### src/hw/rtl/tmc_pkg.sv
// Package for the tile mean color unit: widths, register codes, FSM states
// and the structs passed between the controller, the lanes and the register file.
// No dependencies.
`default_nettype none

package tmc_pkg;

  localparam int PIX_W         = 8;
  localparam int SUM_W         = 20;
  localparam int DIM_W         = 6;
  localparam int CFG_DIM_W     = 7;
  localparam int COL_W         = 9;
  localparam int CFG_CNT_W     = 10;
  localparam int AREA_W        = 13;
  localparam int MAX_TILE_COLS = 512;
  localparam int MAX_TILE_DIM  = 64;
  localparam int ROW_LIMIT     = 512;
  localparam int LANES         = 4;
  localparam int QUO_W         = PIX_W + 1;
  localparam int DIV_STEPS     = QUO_W;
  localparam int STEP_W        = $clog2(DIV_STEPS);
  localparam int ADDR_W        = 4;
  localparam int DATA_W        = 32;

  typedef enum logic [1:0] {
    REG_TILE_WIDTH  = 2'd0,
    REG_TILE_HEIGHT = 2'd1,
    REG_TILE_COLS   = 2'd2,
    REG_TILE_ROWS   = 2'd3
  } reg_idx_t;

  typedef enum logic [1:0] {
    ST_IDLE,
    ST_ACC,
    ST_DIV,
    ST_DONE
  } ctrl_state_t;

  typedef struct packed {
    logic [CFG_DIM_W-1:0] tile_width;
    logic [CFG_DIM_W-1:0] tile_height;
    logic [CFG_CNT_W-1:0] tile_cols;
    logic [CFG_CNT_W-1:0] tile_rows;
  } cfg_t;

  typedef struct packed {
    logic              rd_en;
    logic [COL_W-1:0]  rd_addr;
    logic              wr_en;
    logic [COL_W-1:0]  wr_addr;
    logic              fresh;
    logic              div_start;
    logic              div_step;
    logic [AREA_W-1:0] area;
  } lane_ctl_t;

  typedef struct packed {
    logic [COL_W-1:0] tile_column;
    logic [COL_W-1:0] tile_row;
    logic             frame_done;
  } tile_info_t;

endpackage

`default_nettype wire

### src/hw/rtl/tmc_ctrl.sv
// Position counters, tile-completion detection and the sequencer that drives
// the channel lanes through accumulate and divide. Depends on tmc_pkg.
`default_nettype none

module tmc_ctrl (
  input  logic                   clk,
  input  logic                   rst,
  input  tmc_pkg::cfg_t          cfg,
  input  logic                   in_valid,
  input  logic                   frame_start,
  output logic                   in_ready,
  input  logic                   out_free,
  output logic                   out_load,
  output tmc_pkg::lane_ctl_t     ctl,
  output tmc_pkg::tile_info_t    info
);

  tmc_pkg::ctrl_state_t state, state_next;

  logic [tmc_pkg::DIM_W-1:0]  pixel_in_tile, line_in_tile;
  logic [tmc_pkg::COL_W-1:0]  current_tile_col, current_tile_row;
  logic [tmc_pkg::DIM_W-1:0]  pit_eff, lit_eff;
  logic [tmc_pkg::COL_W-1:0]  col_eff, row_eff;
  logic [tmc_pkg::DIM_W-1:0]  wm1, hm1;
  logic [tmc_pkg::COL_W-1:0]  ncm1, nrm1;
  logic                       last_px, last_line, last_col, last_row;
  logic                       accept;
  logic [tmc_pkg::STEP_W-1:0] step_cnt;
  logic [tmc_pkg::COL_W-1:0]  col_q;
  logic                       tile_end;
  logic                       fresh_q;
  logic [tmc_pkg::AREA_W-1:0] area_q;
  tmc_pkg::tile_info_t        info_q;

  // clamped limits minus one
  always_comb begin
    if (cfg.tile_width == '0) begin
      wm1 = '0;
    end else if (cfg.tile_width >= tmc_pkg::CFG_DIM_W'(tmc_pkg::MAX_TILE_DIM)) begin
      wm1 = tmc_pkg::DIM_W'(tmc_pkg::MAX_TILE_DIM - 1);
    end else begin
      wm1 = tmc_pkg::DIM_W'(cfg.tile_width - 1'b1);
    end
    if (cfg.tile_height == '0) begin
      hm1 = '0;
    end else if (cfg.tile_height >= tmc_pkg::CFG_DIM_W'(tmc_pkg::MAX_TILE_DIM)) begin
      hm1 = tmc_pkg::DIM_W'(tmc_pkg::MAX_TILE_DIM - 1);
    end else begin
      hm1 = tmc_pkg::DIM_W'(cfg.tile_height - 1'b1);
    end
    if (cfg.tile_cols == '0) begin
      ncm1 = '0;
    end else if (cfg.tile_cols >= tmc_pkg::CFG_CNT_W'(tmc_pkg::MAX_TILE_COLS)) begin
      ncm1 = tmc_pkg::COL_W'(tmc_pkg::MAX_TILE_COLS - 1);
    end else begin
      ncm1 = tmc_pkg::COL_W'(cfg.tile_cols - 1'b1);
    end
    if (cfg.tile_rows == '0) begin
      nrm1 = '0;
    end else if (cfg.tile_rows >= tmc_pkg::CFG_CNT_W'(tmc_pkg::ROW_LIMIT)) begin
      nrm1 = tmc_pkg::COL_W'(tmc_pkg::ROW_LIMIT - 1);
    end else begin
      nrm1 = tmc_pkg::COL_W'(cfg.tile_rows - 1'b1);
    end
  end

  assign in_ready = (state == tmc_pkg::ST_IDLE);
  assign accept   = in_valid && in_ready;

  assign pit_eff = frame_start ? '0 : pixel_in_tile;
  assign lit_eff = frame_start ? '0 : line_in_tile;
  assign col_eff = frame_start ? '0 : current_tile_col;
  assign row_eff = frame_start ? '0 : current_tile_row;

  assign last_px   = pit_eff >= wm1;
  assign last_line = lit_eff >= hm1;
  assign last_col  = col_eff >= ncm1;
  assign last_row  = row_eff >= nrm1;

  always_ff @(posedge clk) begin
    if (rst) begin
      pixel_in_tile    <= '0;
      line_in_tile     <= '0;
      current_tile_col <= '0;
      current_tile_row <= '0;
    end else if (accept) begin
      if (!last_px) begin
        pixel_in_tile    <= pit_eff + 1'b1;
        line_in_tile     <= lit_eff;
        current_tile_col <= col_eff;
        current_tile_row <= row_eff;
      end else begin
        pixel_in_tile <= '0;
        if (!last_col) begin
          current_tile_col <= col_eff + 1'b1;
          line_in_tile     <= lit_eff;
          current_tile_row <= row_eff;
        end else begin
          current_tile_col <= '0;
          if (!last_line) begin
            line_in_tile     <= lit_eff + 1'b1;
            current_tile_row <= row_eff;
          end else begin
            line_in_tile     <= '0;
            current_tile_row <= last_row ? '0 : row_eff + 1'b1;
          end
        end
      end
    end
  end

  always_ff @(posedge clk) begin
    if (rst) begin
      tile_end <= 1'b0;
    end else if (accept) begin
      tile_end <= last_px && last_line;
    end
  end

  always_ff @(posedge clk) begin
    if (accept) begin
      col_q              <= col_eff;
      fresh_q            <= (pit_eff == '0) && (lit_eff == '0);
      area_q             <= (tmc_pkg::AREA_W'(wm1) + 1'b1) * (tmc_pkg::AREA_W'(hm1) + 1'b1);
      info_q.tile_column <= col_eff;
      info_q.tile_row    <= row_eff;
      info_q.frame_done  <= last_col && last_row;
    end
  end

  always_ff @(posedge clk) begin
    if (rst) begin
      state    <= tmc_pkg::ST_IDLE;
      step_cnt <= '0;
    end else begin
      state <= state_next;
      if (state == tmc_pkg::ST_DIV) begin
        step_cnt <= step_cnt + 1'b1;
      end else begin
        step_cnt <= '0;
      end
    end
  end

  always_comb begin
    state_next = state;
    out_load   = 1'b0;
    unique case (state)
      tmc_pkg::ST_IDLE: if (accept) state_next = tmc_pkg::ST_ACC;
      tmc_pkg::ST_ACC:  state_next = tile_end ? tmc_pkg::ST_DIV : tmc_pkg::ST_IDLE;
      tmc_pkg::ST_DIV: begin
        if (step_cnt == tmc_pkg::STEP_W'(tmc_pkg::DIV_STEPS - 1)) begin
          state_next = tmc_pkg::ST_DONE;
        end
      end
      tmc_pkg::ST_DONE: begin
        out_load = out_free;
        if (out_free) state_next = tmc_pkg::ST_IDLE;
      end
      default: state_next = tmc_pkg::ST_IDLE;
    endcase
  end

  assign ctl.rd_en     = accept;
  assign ctl.rd_addr   = col_eff;
  assign ctl.wr_en     = (state == tmc_pkg::ST_ACC);
  assign ctl.wr_addr   = col_q;
  assign ctl.fresh     = fresh_q;
  assign ctl.div_start = (state == tmc_pkg::ST_ACC) && tile_end;
  assign ctl.div_step  = (state == tmc_pkg::ST_DIV);
  assign ctl.area      = area_q;
  assign info          = info_q;

  a_acc_after_accept: assert property (@(posedge clk) disable iff (rst)
    accept |=> state == tmc_pkg::ST_ACC)
    else $error("accumulate cycle missing after accepted item");

  a_no_tile_back_to_idle: assert property (@(posedge clk) disable iff (rst)
    (state == tmc_pkg::ST_ACC) && !tile_end |=> state == tmc_pkg::ST_IDLE)
    else $error("non-final pixel did not return to idle");

  a_div_length: assert property (@(posedge clk) disable iff (rst)
    (state == tmc_pkg::ST_DIV) && (step_cnt == tmc_pkg::STEP_W'(tmc_pkg::DIV_STEPS - 1))
    |=> state == tmc_pkg::ST_DONE)
    else $error("divide did not finish after its step count");

  a_frame_start_pos: assert property (@(posedge clk) disable iff (rst)
    accept && frame_start |=> (info_q.tile_column == '0) && (info_q.tile_row == '0)
                              && fresh_q)
    else $error("frame start did not reset tile position");

endmodule

`default_nettype wire

### config.mk
export PLATFORM = sky130hd
export DESIGN_NAME = tmc_ctrl
export DESIGN_NICKNAME = d
export VERILOG_FILES = /design/src/hw/rtl/tmc_pkg.sv /design/src/hw/rtl/tmc_ctrl.sv
export SDC_FILE = /design/constraint.sdc
export NUM_CORES = 1
export LEC_CHECK = 0
export BUFFER_PORTS_ARGS = -buffer_cell sky130_fd_sc_hd__buf_2
export CAP_MARGIN = 20
export CORE_UTILIZATION = 59
export DETAILED_ROUTE_END_ITERATION = 10
export PLACE_DENSITY = 0.9
export SETUP_SLACK_MARGIN = 0.5
export SLEW_MARGIN = 20
export SYNTH_ARGS = -nofsm -noshare
export SYNTH_HDL_FRONTEND = slang
export SYNTH_SLANG_ARGS = --single-unit
### constraint.sdc
create_clock -name clk -period 7.9 [get_ports clk]
set_input_delay 0.395 -clock clk [delete_from_list [all_inputs] [get_ports clk]]
set_output_delay 0.395 -clock clk [all_outputs]
set_load 0.1 [all_outputs]
==> metrics.csv <==
metric;value;unit
GRT Total Usage;26.1;%
cts bufs inserted;9;
Required @ worst endpoint;7980;ps
crit path kind;in -> reg;
status;complete, no violations;
slowest stage delay, CP;600;ps
CTS resizes;0;
Layout area overhead;10.3;%
Placer Congestion;0.900;
worst-path fanout max;7;
Warnings, synthesis;0;
Worst-Margin Slew;968;ps
worst path cell trace;buf_2 > inv_1 > ha_1 > nor3b_1 > mux2i_1 > o2111ai_1 > or2_0 > nand2_1 > nor2_1 > fa_1 > inv_1 > fa_1 > inv_1 > fa_1 > inv_1 > fa_1 > inv_1 > ha_1 > o21ai_0 > nor2_1 > or4_1 > nor4bb_1 > a2111oi_0 > xnor2_1;
setup TNS;0;ps
Initial Util;61.9;%
Startpoint Class;primary input;
#FFs+latches synth;70;
Rows;37;
Root Buffer;clkbuf_8;
Avg Cell Area, Syn;8.61;sq um
CP endpoint kind;flop;
Crit. Startpoint;cfg[27];
Yosys cell types;75;
Power Total;1.31;mW
IO Pins;96;
Worst R2R Start;state[0];
CP top delay family;adder cells;
FF-to-FF path depth;7;
Buffers on Ports;95;
Worst path depth;24;
vias in the first global route;5484;
vias per cell;6.07;
share of cells above drive strength 1;15.6;%
Final Cycle Share;78.7;%
reg2reg end;line_in_tile[4];
GR Overflow Total;0;
Vias;5808;
Post-synth ARST share;0;%
Syn Inst Count;752;
clock buffer depth;2;
clock skew;9.34;ps
Post-route DRC;0;
initial antenna violation count;0;
Cell Area, Synth;6470;sq um
clock latency at the later pin of the worst-skew pair;350;ps
drt wl/cell;14.8;microns
CP max-delay cell;a2111oi_0;
total inserted antenna cells;0;
HP Class;in -> reg;
CTS tree;built;
Clock H-tree levels;3;
worst rel slew slack;35.4;%
Die H;107;microns
Synthesized Nets;888;
Lkg Pwr;3.31;nW
Worst Path Arrival;6300;ps
Buffers & Inverters on Critical Path;6;
hold slack;341;ps
Die ar.;11400;sq um
CTS Sinks;70;
WL final;14100;microns
x dimension of the die;107;microns
Max Cap Violations;0;
hold_buf cts;0;
CP most frequent cell;inv_1;
Setup crit end;area_q[12];
number of flops mapped to enable cells by yosys;33;
most frequent cells in the layout;95 x buf_2, 80 x nor2_1, 74 x ha_1, 56 x nand2_1, 51 x inv_1;
largest net degree at the start of global routing;47;
register-to-register path setup slack;4800;ps
Layout Cells excl Fill;957;
clock slew at the register clock pins of the worst setup and hold paths;70;ps
DRT Pass-1 Iters;5;
Seq/Total Area, Yosys;26.8;%
initial DRC count;505;
DP Wirelength;10500;microns
post-route ant nets;0;
fmax;161;MHz
Slew Limit Fails;0;
first-pass GRT wire length;24300;microns
commonest non-fill, non-tap cell in the layout;buf_2;
core area;10500;sq um
post-CTS setup buffers;0;
count of final setup violators;0;
final-report hold violation count;0;
nets;952;
crit path time final;6220;ps
RSZ-0062 raised after global routing;false;
Max VDD drop;0.000212;V
Main synth FF type;dfxtp_1;
Placed Cells;941;
PD cells;184;nW/um^2
## cell usage after synthesis, types with 8 or more instances
master / n / area (sq um)
a21oi_1: 27 / 135
a31oi_1: 8 / 50.1
a32oi_1: 8 / 70.1
and3_1: 12 / 75.1
buf_4: 11 / 82.6
clkbuf_1: 28 / 105
dfxtp_1: 37 / 741
edfxtp_1: 33 / 991
fa_1: 23 / 460
ha_1: 74 / 926
inv_1: 51 / 191
nand2_1: 56 / 210
nand2b_1: 10 / 62.6
nand3_1: 28 / 140
nand4_1: 8 / 50.1
nor2_1: 80 / 300
nor2b_1: 32 / 200
nor3_1: 14 / 70.1
nor4_1: 9 / 56.3
o21ai_0: 33 / 165
or3_1: 10 / 62.6
or4_1: 12 / 90.1
xnor2_1: 17 / 149
xor2_1: 15 / 131
## through the flow
| step | utilization [%] | setup WS [ps] | area (sq um) |
|---|---|---|---|
| 2_1_floorplan | - | 1910 | 6470 |
| 4_1_cts | 68.3 | 1780 | 7140 |
| 3_5_place_dp | 66.2 | 1410 | 6930 |
| 5_1_grt | 68.3 | 1390 | 7140 |
| 6_report | 68.3 | 1680 | 7140 |
| 3_3_place_gp | 66.2 | 1620 | 6930 |
## worst min-delay path by stage
stage	startpoint	to	slack, ps	cells after the start
finish	out_free	state[0]	340	3
global route	out_free	state[0]	340	3
CTS	out_free	state[0]	340	3
detailed placement	step_cnt[0]	step_cnt[0]	450	1
global placement	pixel_in_tile[1]	pixel_in_tile[1]	440	2
floorplan	step_cnt[0]	step_cnt[0]	430	1
## tightest hold or removal path: stages
cell and delay [ps]:
buf_2 100, o22a_1 120, nor2_1 30
## state kept, by name, indices dropped and copies added (netlist names), named ones only
signal / cells
pixel_in_tile: 6
current_tile_col: 9
info: 19
state: 1
tile_end: 1
current_tile_row: 9
line_in_tile: 6
step_cnt: 4
fresh_q: 1
area_q: 13
## cell families after synthesis
family                     share of synthesized area (%)
xor gates and xnor gates                            4.33
and+or+nand+nor                                     24.4
adders and majority gates                           21.4
AOI/OAI and AO/OA                                   16.0
muxes                                              0.483
buffers and inverters                               6.59
DFF                                                 26.8
## power breakdown
part / switching (mW) / internal, mW
Combinational: 0.410 / 0.164
Clock: 0.137 / 0.178
Sequential: 0.00598 / 0.418
Total: 0.553 / 0.759
## metal layers
layer | vias up | share of wire [%] | global-route usage (%)
li1 | 2837 | - | -
met1 | 2696 | 44 | 33.8
met2 | 248 | 47 | 43.7
met3 | 27 | 7.1 | 4.98
met4 | 0 | 1.6 | 8.71
met5 | - | 0 | 0
## layout make-up
class / count / area (sq um)
clock buffer: 10 / 128
clock inverter: 6 / 87.6
fill: 868 / 3320
inverter: 53 / 199
multi-input combinational: 583 / 4320
sequential: 70 / 1730
tap: 136 / 170
timing repair buffer: 99 / 505
(Power assumes the default switching activity.)
