--- src/hw/rtl/tmc_pkg.sv ---
// Package for the tile mean color unit: widths, register codes, FSM states
// and the structs passed between the controller, the lanes and the register file.
// No dependencies.
`default_nettype none

package tmc_pkg;

  localparam int PIX_W         = 8;
  localparam int SUM_W         = 20;
  localparam int DIM_W         = 6;
  localparam int CFG_DIM_W     = 7;
  localparam int COL_W         = 9;
  localparam int CFG_CNT_W     = 10;
  localparam int AREA_W        = 13;
  localparam int MAX_TILE_COLS = 512;
  localparam int MAX_TILE_DIM  = 64;
  localparam int ROW_LIMIT     = 512;
  localparam int LANES         = 4;
  localparam int QUO_W         = PIX_W + 1;
  localparam int DIV_STEPS     = QUO_W;
  localparam int STEP_W        = $clog2(DIV_STEPS);
  localparam int ADDR_W        = 4;
  localparam int DATA_W        = 32;

  typedef enum logic [1:0] {
    REG_TILE_WIDTH  = 2'd0,
    REG_TILE_HEIGHT = 2'd1,
    REG_TILE_COLS   = 2'd2,
    REG_TILE_ROWS   = 2'd3
  } reg_idx_t;

  typedef enum logic [1:0] {
    ST_IDLE,
    ST_ACC,
    ST_DIV,
    ST_DONE
  } ctrl_state_t;

  typedef struct packed {
    logic [CFG_DIM_W-1:0] tile_width;
    logic [CFG_DIM_W-1:0] tile_height;
    logic [CFG_CNT_W-1:0] tile_cols;
    logic [CFG_CNT_W-1:0] tile_rows;
  } cfg_t;

  typedef struct packed {
    logic              rd_en;
    logic [COL_W-1:0]  rd_addr;
    logic              wr_en;
    logic [COL_W-1:0]  wr_addr;
    logic              fresh;
    logic              div_start;
    logic              div_step;
    logic [AREA_W-1:0] area;
  } lane_ctl_t;

  typedef struct packed {
    logic [COL_W-1:0] tile_column;
    logic [COL_W-1:0] tile_row;
    logic             frame_done;
  } tile_info_t;

endpackage

`default_nettype wire

--- src/hw/rtl/tmc_cfg.sv ---
// APB-style register file for the tile geometry registers.
// Depends on tmc_pkg.
`default_nettype none

module tmc_cfg (
  input  logic                        clk,
  input  logic                        rst,
  input  logic                        psel,
  input  logic                        penable,
  input  logic                        pwrite,
  input  logic [tmc_pkg::ADDR_W-1:0]  paddr,
  input  logic [tmc_pkg::DATA_W-1:0]  pwdata,
  output logic [tmc_pkg::DATA_W-1:0]  prdata,
  output logic                        pready,
  output tmc_pkg::cfg_t               cfg
);

  tmc_pkg::cfg_t     regs;
  tmc_pkg::reg_idx_t idx;
  logic              wr;

  assign idx    = tmc_pkg::reg_idx_t'(paddr[tmc_pkg::ADDR_W-1:2]);
  assign wr     = psel && penable && pwrite;
  assign pready = 1'b1;
  assign cfg    = regs;

  always_ff @(posedge clk) begin
    if (rst) begin
      regs.tile_width  <= tmc_pkg::CFG_DIM_W'(32);
      regs.tile_height <= tmc_pkg::CFG_DIM_W'(32);
      regs.tile_cols   <= tmc_pkg::CFG_CNT_W'(20);
      regs.tile_rows   <= tmc_pkg::CFG_CNT_W'(20);
    end else if (wr) begin
      unique case (idx)
        tmc_pkg::REG_TILE_WIDTH:  regs.tile_width  <= pwdata[tmc_pkg::CFG_DIM_W-1:0];
        tmc_pkg::REG_TILE_HEIGHT: regs.tile_height <= pwdata[tmc_pkg::CFG_DIM_W-1:0];
        tmc_pkg::REG_TILE_COLS:   regs.tile_cols   <= pwdata[tmc_pkg::CFG_CNT_W-1:0];
        tmc_pkg::REG_TILE_ROWS:   regs.tile_rows   <= pwdata[tmc_pkg::CFG_CNT_W-1:0];
        default: ;
      endcase
    end
  end

  always_comb begin
    prdata = '0;
    unique case (idx)
      tmc_pkg::REG_TILE_WIDTH:  prdata = tmc_pkg::DATA_W'(regs.tile_width);
      tmc_pkg::REG_TILE_HEIGHT: prdata = tmc_pkg::DATA_W'(regs.tile_height);
      tmc_pkg::REG_TILE_COLS:   prdata = tmc_pkg::DATA_W'(regs.tile_cols);
      tmc_pkg::REG_TILE_ROWS:   prdata = tmc_pkg::DATA_W'(regs.tile_rows);
      default:                  prdata = '0;
    endcase
  end

endmodule

`default_nettype wire

--- config.mk ---
export PLATFORM = sky130hd
export DESIGN_NAME = tmc_cfg
export DESIGN_NICKNAME = d
export VERILOG_FILES = /design/src/hw/rtl/tmc_pkg.sv /design/src/hw/rtl/tmc_cfg.sv
export SDC_FILE = /design/constraint.sdc
export NUM_CORES = 1
export LEC_CHECK = 0
export BUFFER_PORTS_ARGS = -buffer_cell sky130_fd_sc_hd__buf_2
export CAP_MARGIN = 20
export CORE_UTILIZATION = 39
export CTS_CLUSTER_SIZE = 14
export DETAILED_ROUTE_END_ITERATION = 16
export GPL_TIMING_DRIVEN = 0
export PLACE_DENSITY_LB_ADDON = 0.3
export SETUP_SLACK_MARGIN = 0.05
export SYNTH_ARGS = -nofsm -noshare
export SYNTH_HDL_FRONTEND = slang
export SYNTH_SLANG_ARGS = --single-unit
--- constraint.sdc ---
create_clock -name clk -period 0.95 [get_ports clk]
set_input_delay 0.095 -clock clk [delete_from_list [all_inputs] [get_ports clk]]
set_output_delay 0.095 -clock clk [all_outputs]
set_load 0.02 [all_outputs]
==> reports/summary.json, run 1 <==
{
  "outcome": "complete, but fails checks",
  "violations": "negative setup slack",
  "ys.warnings.count": 0,
  "finalWeightedCongestion": 0.7369,
  "hold_viol": 0,
  "sequential_to_total_area_share_from_yosys_stat": 0.3765,
  "design.die.area_um2": 4912,
  "worstSetupEndpoint": "prdata[5]",
  "fp.coreArea_um2": 4414,
  "timing.critical_path.required_ps": 850,
  "floorplan.initialDensity": 0.4096,
  "die_height_um": 70.09,
  "layout-area-overhead-vs-synth_pct": 63.74,
  "rows": 24,
  "r2r_end": "cfg[0]$_SDFFE_PP0P_",
  "syn-cell-area_um2": 1808,
  "ratio_of_cells_with_drive_above_1_in_the_final_layout": 0.6103,
  "dp_hpwl_um": 2946,
  "cp_slowest_cell": "sky130_fd_sc_hd__mux4_2",
  "cts-htree-levels": 2,
  "synth_simple_gate_area_share": 0.1924,
  "timing.critical_path.fanout_max": 2,
  "cts_inserted_buffers": 5,
  "worstSetupStartpointType": "register",
  "initialDrtViolationCount": 90,
  "crit_buf_inv": 1,
  "clock_latency_reported_for_the_late_side_of_the_worst_skew_pair_ps": 290,
  "die_width_um": 70.09,
  "pwrdens_nw_per_um2": 1056,
  "detail_route.wirelength_um": 4815,
  "dominant_combinational_cell_family_by_area_after_synthesis": "multiplexers",
  "worst-r2r-setup-slack_ps": -150,
  "syn_avg_cell_area_um2": 10.51,
  "timing.hold.worst_path_depth": 3,
  "first_pass_grt_wire_length_um": 7507,
  "postRouteAntennaNets": 0,
  "synth.lib_cells_used.distinct": 18,
  "cpLargestDelayFamily": "multiplexers",
  "cp_slowest_stage_delay_ps": 490,
  "cts.reportedPaths.clkPinSlew_ps": 70,
  "max_cap_violations": 0,
  "fillerInstances": 362,
  "synth-xor-area-share": 0,
  "grt_pass1_vias": 1445,
  "timing.setup.critical_path_class": "register to output pin",
  "number_of_vias_per_cell": 4.567,
  "yosys_register_bits": 34,
  "final-setup-viol-count": 13,
  "vdd_ir_drop_max_v": 0.0007704,
  "cts_tree": "done",
  "min_path_type": "input port to register",
  "total_power_consumption_of_the_routed_design_w": 0.003126,
  "rsz0062_at_grt": "yes",
  "detailed_routing_iterations_pass_1": 4,
  "largest_reg_flops": 34,
  "grtUsageTotal": 0.2009,
  "timing.final.ws_setup_ps": -399.9,
  "antenna_found_initial": 0,
  "cts.sink_count": 34,
  "period_minus_slack_ps": 1350,
  "synthesis.instances": 172,
  "insertedDiodeCount": 0,
  "post_synthesis_share_of_cell_area_spent_on_full_adders_half_adders_and_majority_gates": 0,
  "timing.reg2reg.worst_path_depth": 7,
  "grt_start_max_net_pins": 11,
  "cp_cell_sequence": "mux4_2 > buf_6",
  "vias": 1562,
  "count_of_cell_instances_traversed_by_the_critical_path": 2,
  "cts.path.max_buffers": 2,
  "synth.mux.area_fraction": 0.2920,
  "io_pins": 108,
  "worstReg2RegStart": "cfg[0]$_SDFFE_PP0P_",
  "crit_start": "cfg[5]$_SDFFE_PP0P_",
  "synth_compound_gate_area_share": 0,
  "grt_remaining_overflow": 0,
  "cp-end-kind": "output pin",
  "layout_worst_path_cycle_share": 1.421,
  "place.port_buffers": 58,
  "finish.net_count": 330,
  "timing.final.max_slew_violations": 0,
  "hold_ws_ps": 79.51,
  "fmax_ghz": 0.7408,
  "p_leak_nw": 1.463,
  "drcViolationCount": 0,
  "final.setup_skew_ps": 0,
  "clock_tree.root_cell": "sky130_fd_sc_hd__clkbuf_8",
  "post_drt_wl_per_cell_um": 14.08,
  "arrival_ps": 1250
}
[logic make-up after synthesis]
kind of cell  count (synthesis)
simple gates                 57
flops                        34
mux                          44
buf+inv                      35
other cells                   2
[power by group]
part | total (W) | switching [W] | leakage [nW] | internal (W)
logic | 0.000543 | 0.000279 | 1.13 | 0.000264
registers | 0.00146 | 0.0000141 | 0.286 | 0.00145
clock network | 0.00112 | 0.000538 | 0.0482 | 0.000585
total | 0.00313 | 0.000832 | 1.46 | 0.00229
[metal layers]
layer / vias up / part of all wire / GRT usage
li1: 763 / - / -
met1: 730 / 0.41 / 0.2505
met2: 65 / 0.50 / 0.3355
met4: 0 / 0.0091 / 0.06000
met5: - / 0 / 0
met3: 4 / 0.073 / 0.05772
[repair_timing]
action / 4_1_cts / 5_1_grt
gates resized for setup: 87 / 29
hold endpoints to repair: 0 / 0
hold buffers: 0 / 0
setup endpoints to repair: 39 / 45
buffers inserted: 25 / 12
[layout make-up]
cell class / instances / area [um2] / area share
sequential: 34 / 723.2 / 0.2443
clock buffer: 7 / 86.33 / 0.02916
tap: 52 / 65.06 / 0.02198
timing repair buffer: 89 / 847.1 / 0.2861
inverter: 1 / 3.754 / 0.001268
buffer: 34 / 256.5 / 0.08664
clock inverter: 1 / 5.005 / 0.001691
multi-input combinational: 124 / 973.4 / 0.3288
[worst min-delay path by stage]
stage / start / to
after global placement: pwdata[7] / cfg[7]$_SDFFE_PP0P_
final: pwdata[8] / cfg[8]$_SDFFE_PP0P_
after CTS: pwdata[7] / cfg[7]$_SDFFE_PP0P_
after global routing: pwdata[8] / cfg[8]$_SDFFE_PP0P_
after detailed placement: pwdata[7] / cfg[7]$_SDFFE_PP0P_
after floorplan: pwdata[5] / cfg[5]$_SDFFE_PP0P_
[cell usage in the layout (no fill, tap or decap), drive strengths merged]
cell type / n
buf: 119
clkbuf: 11
clkinv: 1
conb: 23
dfxtp: 34
inv: 1
mux2i: 37
mux4: 7
nand2b: 38
nand3: 1
nand4: 1
nor2: 10
nor2b: 3
nor3: 1
or2: 1
or3: 2
[worst min-delay path, cell delays in order]
cell                       delay, ps
sky130_fd_sc_hd__buf_2           100
sky130_fd_sc_hd__nand2b_1         80
sky130_fd_sc_hd__mux2i_1          60
[synthesized netlist by cell type (all sizes together)]
| library cell | n | area [um2] |
|---|---|---|
| nand2b | 38 | 237.7 |
| mux2i | 37 | 370.4 |
| dfxtp | 34 | 680.7 |
| buf | 30 | 225.2 |
| nor2 | 10 | 45.04 |
| mux4 | 7 | 157.7 |
| clkbuf | 4 | 15.01 |
| nor2b | 3 | 18.77 |
| conb | 2 | 7.510 |
| or3 | 2 | 12.51 |
| inv | 1 | 3.750 |
| nand3 | 1 | 5.000 |
| nand4 | 1 | 12.51 |
| nor3 | 1 | 10.01 |
| or2 | 1 | 6.260 |
[per-stage QoR]
| stage | instance area, um2 | instances | TNS (ps) | util | worst slack, ps |
|---|---|---|---|---|---|
| after CTS | 2845 | 336 | -3462 | 0.6446 | -401.2 |
| after global placement | 2298 | 303 | -9317 | 0.5207 | -373.0 |
| after detailed placement | 2298 | 303 | -9606 | 0.5207 | -367.9 |
| final | 2960 | 342 | -3513 | 0.6706 | -399.9 |
| after global routing | 2960 | 342 | -4272 | 0.6706 | -431.5 |
| after floorplan | 1943 | 193 | -214.5 | - | -28.20 |
Note: power is estimated with default switching activity, not from simulation.
==> run 2: changes to the inputs <==
- PLACE_DENSITY: unset -> 0.77
- PLACE_DENSITY_LB_ADDON: 0.3 -> unset
==> reports/summary.json, run 2 (synthesis gave the netlist of run 1 again) <==
{
  "final-setup-viol-count": {"value": 15, "change": "+2"},
  "dp_hpwl": {"value": 3023, "unit": "um", "change": "+2.6%"},
  "timing.final.max_slew_violations": {"value": 0, "change": "unchanged"},
  "detailed_routing_iterations_pass_1": {"value": 10, "change": "+6"},
  "post_placement_cell_area": {"value": 2298, "unit": "um2", "change": "unchanged"},
  "rsz0062_at_grt": "yes",
  "worst-r2r-setup-slack": {"value": 110, "unit": "ps", "change": "+260 ps"},
  "vias": {"value": 1486, "change": "-4.9%"},
  "layout_worst_path_cycle_share": {"value": 1.423, "change": "+0.001775"},
  "postRouteAntennaNets": {"value": 0, "change": "unchanged"},
  "layout.cells.most_common": "sky130_fd_sc_hd__buf_6",
  "timing.critical_path.required": {"value": 850, "unit": "ps", "change": "about the same"},
  "hold_ws": {"value": 80.10, "unit": "ps", "change": "+0.5943 ps"},
  "insertedDiodeCount": {"value": 0, "change": "unchanged"},
  "die_width": {"value": 70.09, "unit": "um", "change": "unchanged"},
  "first_pass_grt_wire_length": {"value": 7148, "unit": "um", "change": "-4.8%"},
  "place.port_buffers": {"value": 58, "change": "unchanged"},
  "grt_pass1_vias": {"value": 1409, "change": "-2.5%"},
  "final_design_area_no_fill": {"value": 2845, "unit": "um2", "change": "-3.9%"},
  "finish.net_count": {"value": 321, "change": "-2.7%"},
  "io_pins": {"value": 108, "change": "unchanged"},
  "drcViolationCount": {"value": 2, "change": "+2"},
  "detail_route.wirelength": {"value": 4649, "unit": "um", "change": "-3.4%"},
  "vdd_ir_drop_max": {"value": 0.0006165, "unit": "V", "change": "-20%"},
  "cts_inserted_buffers": {"value": 5, "change": "unchanged"},
  "post_drt_wl_per_cell": {"value": 13.96, "unit": "um", "change": "-0.84%"},
  "violations": "design-rule violations, negative setup slack",
  "clock_tree.root_cell": "sky130_fd_sc_hd__clkbuf_8",
  "final.setup_skew": {"value": 0, "unit": "ps", "change": "unchanged"},
  "design.die.area": {"value": 4912, "unit": "um2", "change": "unchanged"},
  "timing.final.ws_setup": {"value": -401.6, "unit": "ps", "change": "-1.686 ps"},
  "top_signal_layer_used": "met4",
  "rows": {"value": 24, "change": "unchanged"},
  "largest_reg_flops": {"value": 34, "change": "unchanged"},
  "layout-area-overhead-vs-synth_pct": 57.37,
  "grt_remaining_overflow": {"value": 0, "change": "unchanged"},
  "met1_length": {"value": 2096, "unit": "um", "change": "+5.5%"},
  "grtUsageTotal": {"value": 0.1945, "change": "-0.006369"},
  "pre_cts_slack": {"value": -371.4, "unit": "ps", "change": "-3.447 ps"},
  "number_of_vias_per_cell": {"value": 4.462, "change": "-2.3%"},
  "outcome": "complete, but fails checks",
  "cts.path.max_buffers": {"value": 2, "change": "unchanged"},
  "worstSetupStartpointType": "register",
  "grt_start_max_net_pins": {"value": 12, "change": "+1"},
  "fmax": {"value": 0.7398, "unit": "GHz", "change": "-0.12%"},
  "most-common-layout-cells": "47 x sky130_fd_sc_hd__buf_6, 45 x sky130_fd_sc_hd__buf_4, 38 x sky130_fd_sc_hd__nand2b_1",
  "min_path_type": "input port to register",
  "cp-end-kind": "output pin",
  "p_leak": {"value": 1.404, "unit": "nW", "change": "-4.1%"},
  "cts-htree-levels": {"value": 2, "change": "unchanged"},
  "ratio_of_cells_with_drive_above_1_in_the_final_layout": {"value": 0.6014, "change": "-0.008921"},
  "floorplan.initialDensity": {"value": 0.4096, "change": "unchanged"},
  "finalWeightedCongestion": {"value": 0.7150, "change": "-3.0%"},
  "hold_viol": {"value": 0, "change": "unchanged"},
  "met2_length": {"value": 2265, "unit": "um", "change": "-6.8%"},
  "cts.sink_count": {"value": 34, "change": "unchanged"},
  "die_height": {"value": 70.09, "unit": "um", "change": "unchanged"},
  "timing.setup.critical_path_class": "register to output pin",
  "timing.critical_path.fanout_max": {"value": 2, "change": "unchanged"},
  "clock_latency_reported_for_the_late_side_of_the_worst_skew_pair": {"value": 290, "unit": "ps", "change": "about the same"},
  "cts.reportedPaths.clkPinSlew": {"value": 70, "unit": "ps", "change": "about the same"},
  "pwrdens": {"value": 1096, "unit": "nW/um2", "change": "+3.8%"},
  "antenna_found_initial": {"value": 0, "change": "unchanged"},
  "fp.coreArea": {"value": 4414, "unit": "um2", "change": "unchanged"},
  "initialDrtViolationCount": {"value": 44, "change": "-51%"},
  "arrival": {"value": 1260, "unit": "ps", "change": "about the same"},
  "met3_length": {"value": 238, "unit": "um", "change": "-33%"},
  "max_cap_violations": {"value": 0, "change": "unchanged"},
  "cts_tree": "done",
  "period_minus_slack": {"value": 1352, "unit": "ps", "change": "+1.686 ps"}
}
==> run 2: cell count changes in the layout (fill, tap and decap cells not counted), sizes merged <==
cell,previous run,this run
buf,119,110
clkinvlp,0,1
clkbuf,11,10
==> run 2: final timing paths <==
| kind | start | to | cells past startpoint |
|---|---|---|---|
| worst max-delay path | cfg[3]$_SDFFE_PP0P_ | prdata[3] | 2 |
| worst min-delay path | pwdata[8] | cfg[18]$_SDFFE_PP0P_ | 3 |
| worst max register to register | cfg[32]$_SDFFE_PP1P_ | cfg[32]$_SDFFE_PP1P_ | 4 |
| worst min register to register | cfg[11]$_SDFFE_PP0P_ | cfg[11]$_SDFFE_PP0P_ | 2 |
==> run 2: cell type report <==
cell class | instances | area (um2)
Fill cell | 368 | 1569
Multi-Input combinational cell | 124 | 973.4
Timing Repair Buffer | 80 | 725.7
Sequential cell | 34 | 723.2
Buffer | 34 | 259.0
Clock buffer | 6 | 82.58
Tap cell | 52 | 65.06
Clock inverter | 2 | 12.51
Inverter | 1 | 3.754
==> run 2: routing by layer <==
| layer | GRT usage | vias to the layer above |
|---|---|---|
| li1 | - | 742 |
| met1 | 0.2427 | 691 |
| met2 | 0.3205 | 48 |
| met3 | 0.05195 | 5 |
| met4 | 0.07333 | 0 |
| met5 | 0 | - |
==> run 2: report_power, final <==
group | internal (W) | switching (W) | total, W | leakage, nW
Combinational | 0.000255 | 0.000279 | 0.000533 | 1.07
Clock | 0.000582 | 0.000543 | 0.00113 | 0.0472
Sequential | 0.00145 | 0.0000138 | 0.00146 | 0.286
==> run 2: critical path: stages (launching register included) <==
cell and delay, ps:
sky130_fd_sc_hd__dfxtp_2 330, sky130_fd_sc_hd__mux4_2 490, sky130_fd_sc_hd__buf_6 150
==> run 2: per-stage QoR <==
step | TNS [ps] | util | power, W | instances
2_1_floorplan | -214.5 | - | 0.001846 | 193
3_3_place_gp | -9722 | 0.5207 | 0.001954 | 303
3_5_place_dp | -10230 | 0.5207 | 0.001960 | 303
4_1_cts | -3044 | 0.6176 | 0.003118 | 327
5_1_grt | -3945 | 0.6446 | 0.003244 | 333
6_report | -3313 | 0.6446 | 0.003119 | 333
==> run 2: timing repair <==
| action | 4_1_cts | 5_1_grt |
|---|---|---|
| gates resized for setup | 71 | 29 |
| setup buffers | 16 | 10 |
| setup endpoints to repair | 32 | 42 |
| hold buffers | 0 | 0 |
| pin swaps | 0 | 0 |
==> run 3: changes to the inputs <==
- TNS_END_PERCENT: unset -> 20
==> reports/summary.json, run 3 (synthesis gave the netlist of run 1 again) <==
{
  "timing.setup.critical_path_class": "register to output pin",
  "dp_hpwl": {"value": 2963, "unit": "um", "change": "-2.0%"},
  "cts_tree": "done",
  "final.setup_skew": {"value": 0, "unit": "ps", "change": "unchanged"},
  "io_pins": {"value": 108, "change": "unchanged"},
  "vdd_ir_drop_max": {"value": 0.0007134, "unit": "V", "change": "+16%"},
  "fp.coreArea": {"value": 4414, "unit": "um2", "change": "unchanged"},
  "rows": {"value": 24, "change": "unchanged"},
  "number_of_vias_per_cell": {"value": 4.514, "change": "+1.1%"},
  "clock_latency_reported_for_the_late_side_of_the_worst_skew_pair": {"value": 280, "unit": "ps", "change": "about the same"},
  "clock_tree.root_cell": "sky130_fd_sc_hd__clkbuf_8",
  "vias": {"value": 1485, "change": "-0.067%"},
  "crit_start": "cfg[32]$_SDFFE_PP1P_",
  "ratio_of_cells_with_drive_above_1_in_the_final_layout": {"value": 0.5740, "change": "-0.02742"},
  "max_cap_violations": {"value": 0, "change": "unchanged"},
  "first_pass_grt_wire_length": {"value": 6906, "unit": "um", "change": "-3.4%"},
  "p_leak": {"value": 1.371, "unit": "nW", "change": "-2.3%"},
  "postRouteAntennaNets": {"value": 0, "change": "unchanged"},
  "share_seq_of_total_power": {"value": 0.494, "change": "+0.026"},
  "violations": "negative setup slack",
  "design.die.area": {"value": 4912, "unit": "um2", "change": "unchanged"},
  "cts_inserted_buffers": {"value": 5, "change": "unchanged"},
  "r2r_end": "cfg[2]$_SDFFE_PP1P_",
  "final-setup-viol-count": {"value": 12, "change": "-3"},
  "finalWeightedCongestion": {"value": 0.7407, "change": "+3.6%"},
  "timing.critical_path.fanout_max": {"value": 2, "change": "unchanged"},
  "post_drt_wl_per_cell": {"value": 13.49, "unit": "um", "change": "-3.4%"},
  "clock_power_share": {"value": 0.331, "change": "-0.030"},
  "timing.critical_path.required": {"value": 850, "unit": "ps", "change": "about the same"},
  "timing.reg2reg.worst_path_depth": {"value": 4, "change": "unchanged"},
  "detail_route.wirelength": {"value": 4437, "unit": "um", "change": "-4.6%"},
  "power.switching": {"value": 0.0007615, "unit": "W", "change": "-8.9%"},
  "pre_cts_slack": {"value": -375.9, "unit": "ps", "change": "-4.542 ps"},
  "comb_power_share": {"value": 0.175, "change": "+0.004"},
  "cts.reportedPaths.clkPinSlew": {"value": 60, "unit": "ps", "change": "about the same"},
  "floorplan.initialDensity": {"value": 0.4096, "change": "unchanged"},
  "die_height": {"value": 70.09, "unit": "um", "change": "unchanged"},
  "largest_reg_flops": {"value": 34, "change": "unchanged"},
  "layout.cells.non_filler": {"value": 329, "change": "-1.2%"},
  "fmax": {"value": 0.7435, "unit": "GHz", "change": "+0.49%"},
  "finish.net_count": {"value": 318, "change": "-0.93%"},
  "cp-end-kind": "output pin",
  "min_path_type": "input port to register",
  "grt_remaining_overflow": {"value": 0, "change": "unchanged"},
  "cts.path.max_buffers": {"value": 2, "change": "unchanged"},
  "switching_share": {"value": 0.2576, "change": "-0.01043"},
  "initialDrtViolationCount": {"value": 35, "change": "-20%"},
  "grt_start_max_net_pins": {"value": 11, "change": "-1"},
  "cts-htree-levels": {"value": 2, "change": "unchanged"},
  "layout.cells.most_common": "sky130_fd_sc_hd__buf_6",
  "detailed_routing_iterations_pass_1": {"value": 3, "change": "-7"},
  "die_width": {"value": 70.09, "unit": "um", "change": "unchanged"},
  "grtUsageTotal": {"value": 0.1836, "change": "-0.01086"},
  "period_minus_slack": {"value": 1345, "unit": "ps", "change": "-6.562 ps"},
  "worstSetupStartpointType": "register",
  "p_int": {"value": 0.002195, "unit": "W", "change": "-3.9%"},
  "hold_viol": {"value": 0, "change": "unchanged"},
  "arrival": {"value": 1250, "unit": "ps", "change": "about the same"},
  "fillerInstances": {"value": 380, "change": "+3.3%"},
  "rsz0062_at_grt": "yes",
  "worst-r2r-setup-slack": {"value": 140, "unit": "ps", "change": "+30 ps"},
  "worstSetupEndpoint": "prdata[5]",
  "grt_pass1_vias": {"value": 1403, "change": "-0.43%"},
  "cts.hold.buffers_added": {"value": 0, "change": "unchanged"},
  "timing.final.ws_setup": {"value": -395.1, "unit": "ps", "change": "+6.562 ps"},
  "most-common-layout-cells": "43 x sky130_fd_sc_hd__buf_6, 38 x sky130_fd_sc_hd__nand2b_1, 37 x sky130_fd_sc_hd__mux2i_1",
  "pwrdens": {"value": 1078, "unit": "nW/um2", "change": "-1.7%"},
  "antenna_found_initial": {"value": 0, "change": "unchanged"},
  "layout-area-overhead-vs-synth_pct": 51.70,
  "place.port_buffers": {"value": 58, "change": "unchanged"},
  "outcome": "complete, but fails checks",
  "drcViolationCount": {"value": 0, "change": "-2"},
  "layout_worst_path_cycle_share": {"value": 1.416, "change": "-0.006907"},
  "worstReg2RegStart": "cfg[2]$_SDFFE_PP1P_",
  "hold_ws": {"value": 89.48, "unit": "ps", "change": "+9.374 ps"},
  "timing.final.max_slew_violations": {"value": 0, "change": "unchanged"},
  "insertedDiodeCount": {"value": 0, "change": "unchanged"},
  "cts.sink_count": {"value": 34, "change": "unchanged"},
  "dp_cells": {"value": 303, "change": "unchanged"}
}
## run 3: per-stage QoR
stage / total power (W) / setup TNS, ps / cell area, um2 / util
floorplan: 0.001841 / -345.2 / 1922 / -
global placement: 0.001948 / -8468 / 2277 / 0.5159
detailed placement: 0.001952 / -8807 / 2277 / 0.5159
CTS: 0.002964 / -2908 / 2605 / 0.5901
global route: 0.003101 / -3498 / 2743 / 0.6213
finish: 0.002956 / -2999 / 2743 / 0.6213
## run 3: timing repair
item	4_1_cts	5_1_grt
buffers inserted	13	6
resized for setup	53	30
endpoints found under the setup margin	27	42
gates cloned	0	0
## run 3: worst max-delay path, stage by stage, from the launching register on
cell and delay [ps]:
sky130_fd_sc_hd__dfxtp_2 330, sky130_fd_sc_hd__mux4_2 490, sky130_fd_sc_hd__buf_6 150
## run 3: cell type report
type	count	area [um2]	share of cell area
Buffer	34	245.2	0.08942
Sequential cell	34	723.2	0.2637
Tap cell	52	65.06	0.02372
Timing Repair Buffer	77	666.9	0.2432
Multi-Input combinational cell	124	962.2	0.3508
Inverter	1	3.754	0.001369
Clock buffer	7	76.32	0.02783
## run 3: power groups by stage
| stage | combinational [W] | sequential, W | clock, W |
|---|---|---|---|
| 6_report | 0.000516 | 0.00146 | 0.000980 |
| 5_1_grt | 0.000550 | 0.00146 | 0.00109 |
| 4_1_cts | 0.000500 | 0.00146 | 0.00101 |
| 3_5_place_dp | 0.000459 | 0.00149 | 0 |
| 3_3_place_gp | 0.000456 | 0.00149 | 0 |
| 2_1_floorplan | 0.000328 | 0.00151 | 0 |
## run 3: layer usage
layer,vias up,wire length (um),GRT usage
met5,-,0,0
met4,0,55,0.07556
met3,6,239,0.04040
met2,53,2220,0.3088
met1,685,1922,0.2264
li1,741,-,-
## run 3: worst min-delay path by stage
stage                                 endpoint  slack, ps  depth (start not counted)  startpoint
after floorplan            cfg[5]$_SDFFE_PP0P_        260                          2   pwdata[5]
after global placement    cfg[25]$_SDFFE_PP1P_        380                          3   pwdata[5]
after detailed placement   cfg[4]$_SDFFE_PP1P_        390                          3   pwdata[4]
after CTS                  cfg[8]$_SDFFE_PP0P_         90                          3   pwdata[8]
after global routing      cfg[12]$_SDFFE_PP1P_        110                          3   pwdata[2]
final                      cfg[8]$_SDFFE_PP0P_         90                          3   pwdata[8]
